==> config.mk <==
export PLATFORM = sky130hd
export DESIGN_NAME = vcds_ram
export DESIGN_NICKNAME = d
export VERILOG_FILES = /design/src/rtl/vcds_ram.sv
export SDC_FILE = /design/constraint.sdc
export NUM_CORES = 1
export LEC_CHECK = 0
export BUFFER_PORTS_ARGS = -buffer_cell sky130_fd_sc_hd__buf_2
export CAP_MARGIN = 10
export CORE_MARGIN = 10
export CORE_UTILIZATION = 30
export CTS_CLUSTER_DIAMETER = 80
export CTS_CLUSTER_SIZE = 25
export DETAILED_ROUTE_END_ITERATION = 8
export PLACE_DENSITY = 0.51
export SETUP_SLACK_MARGIN = 0.3
export SYNTH_ARGS = -nofsm -noshare
export SYNTH_HDL_FRONTEND = slang
export SYNTH_SLANG_ARGS = --single-unit
==> constraint.sdc <==
create_clock -name clk -period 4.38 [get_ports clk]
set_input_delay 0.219 -clock clk [delete_from_list [all_inputs] [get_ports clk]]
set_output_delay 0.219 -clock clk [all_outputs]
set_load 0.01 [all_outputs]
==> src/rtl/vcds_ram.sv <==
// ----------------------------------------------------------------------------
// vcds_ram
// Generic single-write, single-read RAM with registered, read-first output.
// ----------------------------------------------------------------------------
module vcds_ram #(
  parameter int WIDTH = 32,
  parameter int DEPTH = 16
) (
  input  logic                     clk,
  input  logic                     we,
  input  logic [$clog2(DEPTH)-1:0] waddr,
  input  logic [WIDTH-1:0]         wdata,
  input  logic                     re,
  input  logic [$clog2(DEPTH)-1:0] raddr,
  output logic [WIDTH-1:0]         rdata
);

  logic [WIDTH-1:0] mem [DEPTH];

  always_ff @(posedge clk) begin
    if (re) begin
      rdata <= mem[raddr];
    end
    if (we) begin
      mem[waddr] <= wdata;
    end
  end

endmodule

# == After elaboration in Yosys (flattened, before gate mapping) ==
# Memory sizes are Yosys's and may differ from the RTL's. A register that Yosys moved wholly into a read port is not among the register bits.
# Cells that the tools add are included.
# totals
mem_count,1
in_bits,43
ramBits,512
reg_bits,0
output_inout_bits,32
# op_classes
n_mux,2
# memory_table
memory,words,word_bits,read_ports,rd_clocked_by_memory_dff,wr,line_no,rtl
mem,16,32,1,1,1,18,logic [WIDTH-1:0] mem [DEPTH];
# op_table
operator,n
$mux 1,2

# == Logic depth before layout (Yosys ltp) ==
# depth
depth_word,2
depth_mapped,5

# == Worst setup path after synthesis ==
# Ideal clock, no wire load.
# synth_path
path_type,in2reg
startpoint,input port waddr[2]
endpoint,memory mem[0][0] (enable)
arrival_ns,2.937
path_stages,2
path_slack_ns,0.981
setup_time_ns,0.461
required_time_ns,3.919
n_path_buf,0
cell_sequence,or3b_2 > nor3_1
# synth_rtl
item,line_no,rtl
from (decl),11,"input logic [$clog2(DEPTH)-1:0] waddr,"
to (decl),18,
# Straight into the memory's write port.

# == Worst setup path in the final report ==
# layout_path
startpoint,input port waddr[2]
endpoint,memory mem[10][9] (enable)
# Straight into the memory's write port.

==> impl_metrics.ini <==
[timing]
maxSlewViolCount = 0
rsz0062_at_grt = no
period_needed_ns = 1.915
clock_skew_ns = 0.01328
setup_ws_ns = 2.465
tns_ns = 0
timing.final.crit_share_pct = 43.72
setup_violations = 0
hold_violations = 0
maxSlewHeadroom_pct = 28.69
clock.fmax_ghz = 0.5222
tightest_slew_ns = 1.070

[clocking]
cts_tree = done
clk_path_buf_depth = 3
clk_transition_reported_paths_ns = 0.09
cts_buffers = 29
cts.sinks = 544
cts-htree-levels = 1
clk_latency_ns = 0.60
cts_setup_buffers = 0
cts-root-buf = clkbuf_16

[synth]
synth_cells = 838
ys_seq_area_share_pct = 80.97
yosys.cell_types.count = 17
ys_ff_latch = 544
synthesis.area_sq_um = 20170
yosys_warnings = 0
syn_area_per_cell_sq_um = 24.07
syn_nets = 881

[worst_setup_path]
cpMaxStageDelayCell = nor2_4
cp-start-kind = primary input
required_ns = 4.65
criticalPathCategory = primary input to register
max_stage_delay_ns = 0.94
crit_fanout = 18
cp.arrival_ns = 2.19
crit_chain = buf_2, nand3b_1, nor2_4, buf_4
crit_path_end_kind = register

[finish]
nets = 1008
layout-drive-gt1-share_pct = 30.59
fin_util_pct = 34.50
fin_area_sq_um = 23090
syn_to_final_growth_pct = 14.45

[placed_design]
gp_congestion = 0.7113
placed_cell_area_sq_um = 21830
portBuffers = 74
place_ws_ns = 1.791
place_hpwl_um = 26260

[job]
cap_violations = 0

[routing]
drc = 0
first_iter_violations = 737
dr.pass1.iters = 5
vias = 8972
avgRoutedWirePerCell_um = 25.66
via_per_inst = 4.826
antenna_left = 0
detail_route.wirelength_um = 47700

[die]
start_util_pct = 30.15
die_w_um = 279.3
core.rowCount = 95
core_area_sq_um = 66920
chipHeight_um = 279.3
die_area_sq_um = 78020
io_pins = 75

[power]
irDropWorstVdd_mv = 0.4033
p_per_area_nw_per_um2 = 410.9
p_leak_nw = 7.145

[grt]
antenna_found_initial = 3
grt_usage_pct = 12.18
grt_max_degree = 65
overflow = 0
grt_pass1_wl_um = 69720
grt_pass1_vias = 9640

[outcome]
outcome = complete, no violations

[worst_hold_path]
hold_path.class = primary input to register
area by class of cell:
class | count | area [sq um]
sequential | 544 | 16340
clock inverter | 20 | 202.7
clock buffer | 30 | 729.5
tap | 873 | 1092
antenna | 2 | 5.005
timing repair buffer | 139 | 974.7
multi-input combinational | 251 | 3750
fill | 6190 | 43830
cell usage in the layout, fill, tap and decap left out, types with 2 or more instances in the layout:
cell type      netlist  routed
nor3_2               0       4
dlygate4sd3_1        0      32
nand2_1             33      33
mux4_2             128     128
clkinv_2             0       2
clkbuf_16            0      29
buf_4               11      32
nand2b_1             2       2
diode_2              0       2
inv_8                0       2
inv_6                0       5
buf_12               0       2
clkinv_4             0       4
bufinv_16            0       2
edfxtp_1           544     544
buf_2                4      72
nor2_4               0      13
clkinv_1             0       4
nor2b_4              0       2
nand3b_1             2       2
a22oi_1             64      64
critical path: cells and delay by family:
family                 cells  cell delay [ns]
buffers and inverters      2             0.57
AND/OR/NAND/NOR            2             1.38
state kept, by name (all words and copies together), names as in the netlist:
name,count
mem,512
rdata,32
routing by layer:
metal	global-route usage (%)	up-vias	routed length, um
met5	0	-	11
met4	2.230	2	766
met3	1.564	41	1996
met2	20.11	181	23220
met1	17.17	4911	21700
li1	-	3837	-
where the power goes:
part	leakage (nW)	internal, mW	switching [mW]
registers	4.94	5.86	0.0344
logic	1.74	0.223	0.321
clock network	0.459	1.37	1.68
total	7.15	7.45	2.04
worst paths after layout:
check                                  from    endpoint  slack [ns]  cells past startpoint
worst max-delay path               waddr[2]  mem[10][9]        2.47                      4
worst min-delay path               waddr[0]  mem[4][17]        0.10                      2
worst max register to register  mem[10][14]   rdata[14]        2.90                      3
worst min register to register  mem[15][18]   rdata[18]        0.74                      3
metrics by stage:
stage / hold slack, ns / cells / total power [mW]
CTS: 0.08007 / 1857 / 9.606
floorplan: 0.3179 / 838 / 6.293
global placement: 0.6024 / 1775 / 6.538
detailed placement: 0.6088 / 1775 / 6.550
finish: 0.1024 / 1859 / 9.488
global route: 0.1160 / 1857 / 9.823
cells in the mapped netlist:
cell type    n  area [sq um]
a22oi_1     64         480.5
and2_1       1         6.260
buf_1        9         33.78
buf_2        4         20.02
buf_4       11         82.58
buf_6        2         22.52
clkbuf_1    17         63.81
edfxtp_1   544         16340
mux4_2     128          2883
nand2_1     33         123.9
nand2b_1     2         12.51
nand3_1      1         5.000
nand3b_1     2         15.01
nor2_1      13         48.80
nor2b_1      2         12.51
nor3_1       4         20.02
or3b_2       1         8.760
cells by family (layout without fill, tap and decap cells):
kind of cell	after synthesis	count (layout)	synth area share, %
AND/OR/NAND/NOR	59	59	1.253
AO/OA/AOI/OAI	64	64	2.382
multiplexers	128	128	14.29
other	0	2	0
buffers and inverters	43	189	1.104
flip-flops	544	544	80.97
timing repair:
| item | CTS | global route |
|---|---|---|
| resized for setup | 0 | 0 |
| hold buffers | 32 | 0 |
| endpoints found under the hold margin | 512 | 0 |
(Power assumes the default switching activity.)
