`src/rtl/vcds_pkg.sv`:
```
// ----------------------------------------------------------------------------
// vcds_pkg
// Shared types, register codes and saturation helpers for the diffusion
// stencil.
// ----------------------------------------------------------------------------
package vcds_pkg;

  // Configuration register indexes
  typedef enum logic [2:0] {
    REG_DIMS       = 3'd0,
    REG_GRID_NX    = 3'd1,
    REG_GRID_NY    = 3'd2,
    REG_GRID_NZ    = 3'd3,
    REG_INV_DX1_SQ = 3'd4,
    REG_INV_DX2_SQ = 3'd5,
    REG_INV_DX3_SQ = 3'd6,
    REG_COUPLING   = 3'd7
  } cfg_reg_t;

  typedef struct packed {
    logic [1:0] dims;
    logic [8:0] nx;
    logic [8:0] ny;
    logic [8:0] nz;
  } grid_cfg_t;

  // Per-cell bookkeeping that travels with an item
  typedef struct packed {
    logic [1:0] d;
    logic       emit;
    logic [7:0] cx;
    logic [7:0] cy;
    logic [7:0] cz;
    logic       last;
  } cell_info_t;

  typedef struct packed {
    logic signed [47:0] val;
    logic               clip;
  } wide_sat_t;

  localparam logic signed [65:0] WIDE_MAX = 66'sh7FFF_FFFF_FFFF;
  localparam logic signed [65:0] WIDE_MIN = -66'sh7FFF_FFFF_FFFF;
  localparam logic signed [65:0] RES_MAX  = 66'sh7FFF_FFFF;
  localparam logic signed [65:0] RES_MIN  = -66'sh8000_0000;

  // Clip to +-(2^47-1)
  function automatic wide_sat_t sat_wide(input logic signed [65:0] v);
    wide_sat_t r;
    if (v > WIDE_MAX) begin
      r.val  = WIDE_MAX[47:0];
      r.clip = 1'b1;
    end else if (v < WIDE_MIN) begin
      r.val  = WIDE_MIN[47:0];
      r.clip = 1'b1;
    end else begin
      r.val  = v[47:0];
      r.clip = 1'b0;
    end
    return r;
  endfunction

endpackage

```
`src/rtl/vcds_pos.sv`:
```
// ----------------------------------------------------------------------------
// vcds_pos
// Stream position tracking, interior test and store addressing.
// ----------------------------------------------------------------------------
module vcds_pos #(
  parameter int MAX_NX = 256,
  parameter int MAX_NY = 256,
  parameter int MAX_NZ = 256
) (
  input  logic                clk,
  input  logic                rst,
  input  logic                accept,
  input  logic                start,
  input  vcds_pkg::grid_cfg_t cfg,
  output vcds_pkg::cell_info_t info,
  output logic [$clog2(2*(MAX_NX+2)*(MAX_NY+2))-1:0] waddr,
  output logic [5:0][$clog2(2*(MAX_NX+2)*(MAX_NY+2))-1:0] raddr
);
  import vcds_pkg::*;

  localparam int SX = MAX_NX + 2;
  localparam int SY = MAX_NY + 2;
  localparam int AW = $clog2(2 * SX * SY);
  localparam int XW = $clog2(MAX_NX + 3);
  localparam int YW = $clog2(MAX_NY + 3);
  localparam int ZW = $clog2(MAX_NZ + 3);

  logic [XW-1:0] pos_x, pos_x_next, nx, ex, sx, px, cx;
  logic [YW-1:0] pos_y, pos_y_next, ny, ey, sy, py, cy;
  logic [ZW-1:0] pos_z, pos_z_next, nz, ez, sz, pz, cz;
  logic [1:0]    d;
  logic          emit;

  function automatic logic [AW-1:0] addr(input logic zb, input logic [XW-1:0] x,
                                         input logic [YW-1:0] y);
    return AW'((32'(zb) * SY + 32'(y)) * SX + 32'(x));
  endfunction

  always_comb begin
    d = (cfg.dims == 2'd0) ? 2'd1 : cfg.dims;

    if (cfg.nx == 9'd0) nx = XW'(1);
    else if (32'(cfg.nx) > MAX_NX) nx = XW'(MAX_NX);
    else nx = XW'(cfg.nx);

    if (d < 2'd2 || cfg.ny == 9'd0) ny = YW'(1);
    else if (32'(cfg.ny) > MAX_NY) ny = YW'(MAX_NY);
    else ny = YW'(cfg.ny);

    if (d != 2'd3 || cfg.nz == 9'd0) nz = ZW'(1);
    else if (32'(cfg.nz) > MAX_NZ) nz = ZW'(MAX_NZ);
    else nz = ZW'(cfg.nz);

    ex = nx + XW'(2);
    ey = (d >= 2'd2) ? ny + YW'(2) : YW'(1);
    ez = (d == 2'd3) ? nz + ZW'(2) : ZW'(1);

    // Start of grid forces the position back to the corner
    sx = start ? '0 : pos_x;
    sy = start ? '0 : pos_y;
    sz = start ? '0 : pos_z;
    px = (sx < ex) ? sx : '0;
    py = (sy < ey) ? sy : '0;
    pz = (sz < ez) ? sz : '0;

    // Center cell lags the input by one step along the slowest active axis
    case (d)
      2'd3: begin
        cx = px;
        cy = py;
        cz = pz - ZW'(pz != '0);
        emit = pz >= ZW'(2);
      end
      2'd2: begin
        cx = px;
        cy = py - YW'(py != '0);
        cz = '0;
        emit = py >= YW'(2);
      end
      default: begin
        cx = px - XW'(px != '0);
        cy = '0;
        cz = '0;
        emit = px >= XW'(2);
      end
    endcase
    emit = emit && cx >= XW'(1) && cx <= nx;
    if (d >= 2'd2) emit = emit && cy >= YW'(1) && cy <= ny;
    if (d == 2'd3) emit = emit && cz <= nz;

    info.d    = d;
    info.emit = emit;
    info.cx   = 8'(XW'(cx - XW'(1)));
    info.cy   = (d >= 2'd2) ? 8'(YW'(cy - YW'(1))) : 8'd0;
    info.cz   = (d == 2'd3) ? 8'(ZW'(cz - ZW'(1))) : 8'd0;
    info.last = cx == nx && (d < 2'd2 || cy == ny) && (d < 2'd3 || cz == nz);

    waddr    = addr(pz[0], px, py);
    raddr[0] = addr(cz[0], cx, cy);
    raddr[1] = addr(cz[0], cx - XW'(1), cy);
    raddr[2] = addr(cz[0], cx + XW'(1), cy);
    raddr[3] = addr(cz[0], cx, cy - YW'(1));
    raddr[4] = addr(cz[0], cx, cy + YW'(1));
    raddr[5] = addr(~cz[0], cx, cy);

    // Advance in raster order, wrap at the end of the padded grid
    pos_x_next = px + XW'(1);
    pos_y_next = py;
    pos_z_next = pz;
    if (pos_x_next >= ex) begin
      pos_x_next = '0;
      pos_y_next = py + YW'(1);
      if (pos_y_next >= ey) begin
        pos_y_next = '0;
        pos_z_next = pz + ZW'(1);
        if (pos_z_next >= ez) pos_z_next = '0;
      end
    end
  end

  always_ff @(posedge clk) begin
    if (rst) begin
      pos_x <= '0;
      pos_y <= '0;
      pos_z <= '0;
    end else if (accept) begin
      pos_x <= pos_x_next;
      pos_y <= pos_y_next;
      pos_z <= pos_z_next;
    end
  end

endmodule

```
`config.mk`:
```
export PLATFORM = sky130hd
export DESIGN_NAME = vcds_pos
export DESIGN_NICKNAME = d
export VERILOG_FILES = /design/src/rtl/vcds_pkg.sv /design/src/rtl/vcds_pos.sv
export SDC_FILE = /design/constraint.sdc
export NUM_CORES = 1
export LEC_CHECK = 0
export ABC_CLOCK_PERIOD_IN_PS = 40400
export BUFFER_PORTS_ARGS = -buffer_cell sky130_fd_sc_hd__buf_2
export CAP_MARGIN = 20
export CORE_AREA = 2 2 141 143
export DETAILED_ROUTE_END_ITERATION = 10
export DIE_AREA = 0 0 143 145
export PLACE_DENSITY_LB_ADDON = 0.12
export REMOVE_ABC_BUFFERS = 1
export SLEW_MARGIN = 20
export SYNTH_ARGS = -nofsm -noshare
export SYNTH_HDL_FRONTEND = slang
export SYNTH_SLANG_ARGS = --single-unit
```
`constraint.sdc`:
```
create_clock -name clk -period 40.4 [get_ports clk]
set_input_delay 8.08 -clock clk [delete_from_list [all_inputs] [get_ports clk]]
set_output_delay 8.08 -clock clk [all_outputs]
set_load 0.02 [all_outputs]
```
==> Yosys cells after proc, flatten, opt, wreduce, memory -nomap -nowiden <==
Index checks and enable logic that the tools add are counted.
{ "word_totals": {"reg_bits": 27, "out_inout_bits": 154, "input_bits": 33, "wordCells": 112} }
{ "classes": {"eq_ne": 6, "n_reduce_logical": 19, "n_bitwise": 1, "mul": 8, "addsub": 26, "magnitude_cmp": 20, "mux": 29} }
{ "op_table": {"columns": ["cell", "count"], "rows": [
  ["$mux 9", 22],
  ["$add 18x9->18", 7],
  ["$mul 11x8->17 const B", 5],
  ["$add 10x9->11", 5],
  ["$add 9x1->9 const B", 5],
  ["$add 9x2->9 const B", 3],
  ["$eq 9x9->1", 3],
  ["$ge 9x2->1 const B", 3],
  ["$ge 9x9->1", 3],
  ["$gt 9x9->1 const B", 3],
  ["$le 9x9->1", 3],
  ["$logic_not 9->1", 3],
  ["$lt 9x9->1", 3],
  ["$mul 1x8->9 const B", 3],
  ["$reduce_bool 9->1", 3],
  ["$sub 9x1->9", 3],
  ["$ge 9x1->1 const B", 2],
  ["$pmux 9 s2", 1],
  ["$sub 9x1->9 const B", 2],
  ["$mux 8", 2],
  ["$sub 8x1->8 const B", 1],
  ["$logic_and 1x1->1", 7],
  ["$eq 2x2->1 const B", 2],
  ["$logic_or 1x1->1", 4],
  ["other kinds (9)", 11]
]} }

==> Longest topological paths before layout <==
Gate-level depths: netlist of the first run.
{ "depth": {"word_depth": 18, "ltp_mapped": 47} }

==> Worst setup path before layout of the first run <==
OpenSTA, ideal clock, no wires.
{ "synth_timing": {"path_kind": "input port to output port", "startpoint": "in cfg[28] (netlist bit)", "endpoint": "out raddr[71] (netlist bit)", "path_stages": 44, "slack_ns": 14.998, "required_ns": 32.320, "arrival_time_ns": 17.322, "path_buffers": 8, "path_cell_list": "buf_1 > buf_1 > clkbuf_1 > clkbuf_1 > nand3_1 > inv_1 > ha_1 > inv_1 > nor2_1 > nand4_1 > xnor2_1 > ha_1 > nand4_1 > or3_1 > a21oi_2 > buf_2 > nor2_1 > clkbuf_1 > (+8 left out) > nor3_1 > nor3_1 > or2_2 > ha_1 > nor2b_1 > a32o_1 > a31o_2 > ha_1 > ha_1 > ha_1 > fa_1 > xnor2_1 > a2111o_1 > or3_1 > a211o_1 > nand3_1 > o211ai_2 > xnor2_1"} }
{ "synth_lines": {"columns": ["element", "line_no", "rtl"], "rows": [
  ["from (decl)", "vcds_pos.sv:14", "input vcds_pkg::grid_cfg_t cfg,"],
  ["to (decl)", "vcds_pos.sv:17", "output logic [5:0][$clog2(2*(MAX_NX+2)*(MAX_NY+2))-1:0] raddr"]
]} }

==> results by group, run 1 <==
Status
  – Status: complete, no violations

Detailed routing
  – Via density: 6.10
  – Drt initial violations: 823
  – Wire length per cell: 17.7 um
  – First-pass DRT Iterations: 5
  – Post-route antenna net violation count: 0
  – Drt drc: 0
  – Drt total wl: 35600 um
  – Vias: ~12000

Logic synthesis
  – Distinct cells, synth: 91
  – EDFF count, synth: 0
  – Synth async-reset ratio: 0%
  – Post-synthesis cell area: between 10000 and 15000 um^2
  – Synth area leader: ha_1
  – YS warnings: 0
  – Mapped Cells: 1613
  – Synthesized area per cell: 7.26 um^2
  – #FFs+latches synth: 27
  – Share of the synthesized area in the top cell type: 23.4%
  – Synth top area cells: ha_1, xnor2_1, dfxtp_1
  – Sequential fraction of the synthesis area: 4.62%
  – Main flop type after synthesis: dfxtp_1

STA
  – Slew @ Worst Pin: between 1000 and 1500 ps
  – Min Hold Slack: 459 ps
  – Unrepaired setup endpoints after global routing: no
  – # setup viols final: 0
  – Relative slew slack: between 30% and 40%
  – Tmin final: about 27000 ps
  – Fmax: 36.9 MHz
  – Post-route setup slack: 13270 ps
  – Final hold viol count: 0
  – Fin Setup TNS: 0 ps
  – Max-slew violations: 0
  – Clk_skew: 1.65 ps
  – Period utilization: 67.2%

Worst setup path
  – CP max stage delay: just over 800 ps
  – Reg2reg setup slack: around 34000 ps
  – CP max stage cell: nor2_1
  – Critical path class: in -> out
  – Critical Path AT: between 15000 and 20000 ps
  – Worst Reg-to-Reg Cells: 22
  – CP dominant cell by count: ha_1
  – Critical Path RT: 32320 ps
  – Reg2Reg Launch Point: pos_y[6]
  – Crit-path max FO: 14
  – RR Endpoint: pos_y[6]
  – CP Launch Type: primary input
  – CP endpoint kind: output port

Clock tree
  – CTS Root Cell: clkbuf_16
  – Number of setup buffers added after CTS: 0
  – Resize count post-CTS: 0
  – CTS tree: built
  – Clock sink count: 27
  – Clock buffer depth: 2
  – H-tree Lvls: 1
  – CTS Hold Bufs: 0
  – Clock Latency Late Sink: between 200 and 300 ps
  – Clock Pin Slew Worst Setup and Hold Paths: around 70 ps
  – TritonCTS Buffers: 3

Die
  – CORE AREA: 19200 um^2
  – Row count: 51
  – I/O Pins: 187
  – Width of the die: 143 um
  – Starting Density: 60.9%
  – Die Y-Extent: approximately 150 um
  – Die Footprint: 20700 um^2

Final layout
  – Fin area: 12800 um^2
  – Non-Filler Instances: 2014
  – P&R area growth vs syn: 9.55%
  – Commonest non-fill, non-tap cell in the layout: ha_1
  – Number of inserted diodes: 0
  – Most frequent cells in the layout: ha_1, buf_2, xnor2_1, nand2_1, nor2_1
  – Fin nets: 2014
  – Fin util: approximately 67%
  – Fraction of layout cells with a size suffix above 1: 14.5%

Min path
  – Worst hold path type: reg -> reg
  – Cell depth of the worst hold path: 2
  – Hold EP: pos_x[0]
  – Hold_sp: pos_x[0]

Global route
  – First-pass GRT wire length: about 58000 um
  – Overall Global Routing Usage: 33.6%
  – Vias in the first global route: 11760
  – Total grt overflow: 0
  – Initial antenna violation count: 0
  – Largest net degree at the start of global routing: 48

Placement
  – Post-Place Setup Slack: 13450 ps
  – I/O Buffers: 186
  – Final HPWL DP: 29100 um
  – DP Area: 12700 um^2
  – RePlAce Congestion: 0.951
  – Dpl cells: 2010

Power and ir drop
  – Final Power: 0.296 mW
  – Peak supply drop: 0.0476 mV
  – Leakage: between 6 and 7 nW
  – PwrDens: 23.1 nW/um^2

Job
  – Max_cap viols: 0
cell usage after synthesis, types with 7 or more instances:
library cell,n
ha_1,219
xnor2_1,157
nand2_1,140
nor2_1,130
inv_1,129
a21oi_1,85
nand3_1,72
o21ai_0,69
a21o_1,46
xor2_1,45
clkbuf_1,42
nor2b_1,38
nor3_1,37
dfxtp_1,27
nand4_1,24
and3_1,23
o21a_1,20
nand2b_1,19
and2_1,17
nor4_1,14
o21bai_1,14
or3_1,14
fa_1,12
a22oi_1,11
a31oi_1,11
buf_4,10
a211oi_1,8
a21boi_0,8
a31o_2,8
mux2i_1,8
nor3_2,8
nand3b_1,7
o211ai_1,7
o31ai_1,7
cells by family (layout without fill, tap and decap cells):
family	count (synthesis)	count (layout)	share of synthesized area, %
AOI/OAI and AO/OA	366	366	21.7
xor gates and xnor gates	208	208	16.0
adders and majority gates	231	231	25.5
buffers and inverters	201	337	6.95
DFF	27	27	4.62
muxes	10	10	0.973
and+or+nand+nor	570	570	24.3
worst max-delay path: cells and delay by family:
family,cells,cell delay [ps]
adder cells (fa/ha/maj),8,2160
AND/OR/NAND/NOR,15,5220
AO/OA/AOI/OAI,9,2060
buffers and inverters,4,530
XOR/XNOR,4,990
layer usage:
layer | part of all wire [%] | vias up | GRT usage [%] | wire length (um)
met5 | 0 | - | 0 | 0
met4 | 2.5 | 0 | 8.71 | 903
met3 | 7.9 | 64 | 4.26 | 2800
met2 | 46 | 541 | 55.8 | 16600
met1 | 43 | 5697 | 45.7 | 15400
li1 | - | 5976 | - | -
how the worst max path moves through the flow:
| stage | startpoint | endpoint | slack, ps | cells past startpoint |
|---|---|---|---|---|
| final | cfg[13] | raddr[71] | 13270 | 40 |
| after global routing | cfg[13] | raddr[71] | 12460 | 41 |
| after CTS | cfg[13] | raddr[71] | 13440 | 40 |
| after detailed placement | cfg[13] | raddr[71] | 13450 | 41 |
| after global placement | cfg[13] | raddr[71] | 13740 | 41 |
| after floorplan | cfg[13] | raddr[71] | 14990 | 39 |
area by class of cell:
class / count / area [um^2]
clock buffers: 3 / 75.1
fillers: 1758 / 6390
flip-flops and latches: 27 / 541
clock inverters: 1 / 7.51
repair buffers: 195 / 998
well taps: 265 / 332
inverters: 138 / 518
multi-input cells: 1385 / 10300
registers in the layout (all words and copies together), names as in the netlist:
name / count
pos_x: 9
pos_y: 9
pos_z: 9
power breakdown:
part           leakage, nW  switching (mW)  internal [mW]
Combinational         6.16           0.156         0.0890
Clock               0.0371         0.00976         0.0135
Sequential           0.219        0.000668         0.0272
No activity file was read; power rests on OpenSTA's default activity.
==> inputs of run 2 (changes only) <==
--- a/config.mk
+++ b/config.mk
@@ -5,12 +5,12 @@
 export SDC_FILE = /design/constraint.sdc
 export NUM_CORES = 1
 export LEC_CHECK = 0
-export ABC_CLOCK_PERIOD_IN_PS = 40400
+export ABC_CLOCK_PERIOD_IN_PS = 28400
 export BUFFER_PORTS_ARGS = -buffer_cell sky130_fd_sc_hd__buf_2
 export CAP_MARGIN = 20
-export CORE_AREA = 2 2 141 143
+export CORE_AREA = 2 2 143 145
 export DETAILED_ROUTE_END_ITERATION = 10
-export DIE_AREA = 0 0 143 145
+export DIE_AREA = 0 0 145 147
 export PLACE_DENSITY_LB_ADDON = 0.12
 export REMOVE_ABC_BUFFERS = 1
 export SLEW_MARGIN = 20
==> constraint.sdc (replaced) <==
create_clock -name clk -period 28.4 [get_ports clk]
set_input_delay 5.68 -clock clk [delete_from_list [all_inputs] [get_ports clk]]
set_output_delay 5.68 -clock clk [all_outputs]
set_load 0.02 [all_outputs]
==> run 2 against run 1 <==
- count of clock-buffer cells in the layout is the same
- critical path type unchanged
- sequential power is 42% higher
- combinational power up 41%
- flip-flop and latch count unchanged
- highest routed layer unchanged
==> results by group, run 2 (synthesis gave the netlist of run 1 again) <==
Final layout
  – Top flop regs: pos_x: 9 flops, pos_y: 9 flops, pos_z: 9 flops
  – Fin nets: 2015
  – Non-Filler Instances: 2020
  – Fraction of layout cells with a size suffix above 1: 14.6%
  – Number of inserted diodes: 0
  – P&R area growth vs syn: 9.67%
  – Fin area: between 10000 and 15000 um^2
  – Filler instances: ~1800
  – Commonest non-fill, non-tap cell in the layout: ha_1
  – Fin util: about 65%
  – Most frequent cells in the layout: ha_1, buf_2, xnor2_1, nand2_1, nor2_1

Clock tree
  – TritonCTS Buffers: 3
  – H-tree Lvls: 1
  – Clock buffer depth: 2
  – Resize count post-CTS: 0
  – CTS tree: built
  – Clock Latency Late Sink: 270 ps
  – Clock Pin Slew Worst Setup and Hold Paths: 70 ps
  – CTS Hold Bufs: 0
  – CTS Root Cell: clkbuf_16
  – Clock sink count: 27
  – Number of setup buffers added after CTS: 0

Die
  – Row count: 52
  – CORE AREA: between 15000 and 20000 um^2
  – Width of the die: 145 um
  – Die Footprint: about 21000 um^2
  – I/O Pins: 187
  – Die Y-Extent: 147 um
  – Starting Density: 59.0%

Worst setup path
  – CP max stage cell: nor2_1
  – CP Launch Type: primary input
  – Critical path class: in -> out
  – CP dominant cell by count: ha_1
  – CP endpoint kind: output port
  – Critical Path AT: 16670 ps
  – Crit-path max FO: 14
  – Critical Path RT: around 23000 ps
  – CP max stage delay: 860 ps

Placement
  – RePlAce Congestion: 0.954
  – Dpl cells: 2016
  – DP Area: 12800 um^2
  – Final HPWL DP: between 20000 and 30000 um
  – I/O Buffers: 186

Global route
  – Vias in the first global route: 11527
  – Largest net degree at the start of global routing: 48
  – Initial antenna violation count: 0
  – Overall Global Routing Usage: between 30% and 40%
  – Total grt overflow: 0
  – First-pass GRT wire length: 57300 um

Detailed routing
  – Drt drc: 0
  – Vias: 12244
  – Drt initial violations: 1020
  – First-pass DRT Iterations: 5
  – Wire length per cell: 17.5 um
  – Post-route antenna net violation count: 0
  – Drt total wl: 35300 um
  – Via density: 6.06

Power and ir drop
  – Power share of the sequential group: 9.4%
  – Switching pwr: 0.236 mW
  – P_int: 0.184 mW
  – Clock power frac: 8.1%
  – PwrDens: 32.7 nW/um^2
  – Leakage: 6.43 nW
  – Comb power frac: between 80 and 90%
  – Peak supply drop: 0.0858 mV
  – Sw Ratio: 56.1%
  – Final Power: 0.420 mW

STA
  – Relative slew slack: 32.7%
  – Period utilization: 78.7%
  – Final hold viol count: 0
  – Fmax: 44.7 MHz
  – Unrepaired setup endpoints after global routing: no
  – Fin Setup TNS: 0 ps
  – Slew @ Worst Pin: 1010 ps
  – Tmin final: 22350 ps
  – Clk_skew: 4.78 ps
  – # setup viols final: 0
  – Max-slew violations: 0

Status
  – Status: complete, no violations

Min path
  – Worst hold path type: reg -> reg

Job
  – Max_cap viols: 0
## run 2: metrics by stage
step	setup slack, ps	hold slack [ps]
2_1_floorplan	7790	421
3_3_place_gp	6580	439
3_5_place_dp	6310	461
4_1_cts	6230	476
5_1_grt	5100	511
6_report	6050	478
## run 2: final timing paths
path	from	to	slack, ps	cells after the start
setup / recovery	cfg[13]	raddr[71]	6050	40
hold / removal	pos_x[0]	pos_x[0]	480	2
setup reg to reg	pos_y[4]	pos_y[6]	21510	22
hold reg to reg	pos_x[0]	pos_x[0]	480	2
## run 2: critical path: cells and delay by family
| family | cells | cell delay (ps) |
|---|---|---|
| compound gates | 9 | 2070 |
| fa+ha+maj | 8 | 2180 |
| buf+inv | 4 | 520 |
| xor+xnor | 4 | 960 |
| simple gates | 15 | 5280 |
## run 2: cell type report
| class | count | area [um^2] | area share, % |
|---|---|---|---|
| flip-flops and latches | 27 | 541 | 4.21 |
| well taps | 270 | 338 | 2.63 |
| repair buffers | 196 | 1010 | 7.84 |
| multi-input cells | 1385 | 10300 | 80.6 |
| clock buffers | 3 | 75.1 | 0.585 |
| inverters | 138 | 518 | 4.04 |
| clock inverters | 1 | 7.51 | 0.0585 |
## run 2: per-layer routing
| metal | vias to the layer above | GRT usage (%) | share of wire [%] |
|---|---|---|---|
| li1 | 5983 | - | - |
| met5 | - | 0 | 0 |
| met3 | 59 | 3.73 | 7.2 |
| met4 | 0 | 7.28 | 2.1 |
| met2 | 492 | 53.2 | 45 |
| met1 | 5710 | 44.6 | 46 |
## run 2: power by group through the flow
stage / registers (mW) / clock network, mW / logic, mW
floorplan: 0.0401 / 0 / 0.242
global placement: 0.0404 / 0 / 0.338
detailed placement: 0.0404 / 0 / 0.341
CTS: 0.0396 / 0.0342 / 0.343
global route: 0.0397 / 0.0358 / 0.375
finish: 0.0396 / 0.0338 / 0.346
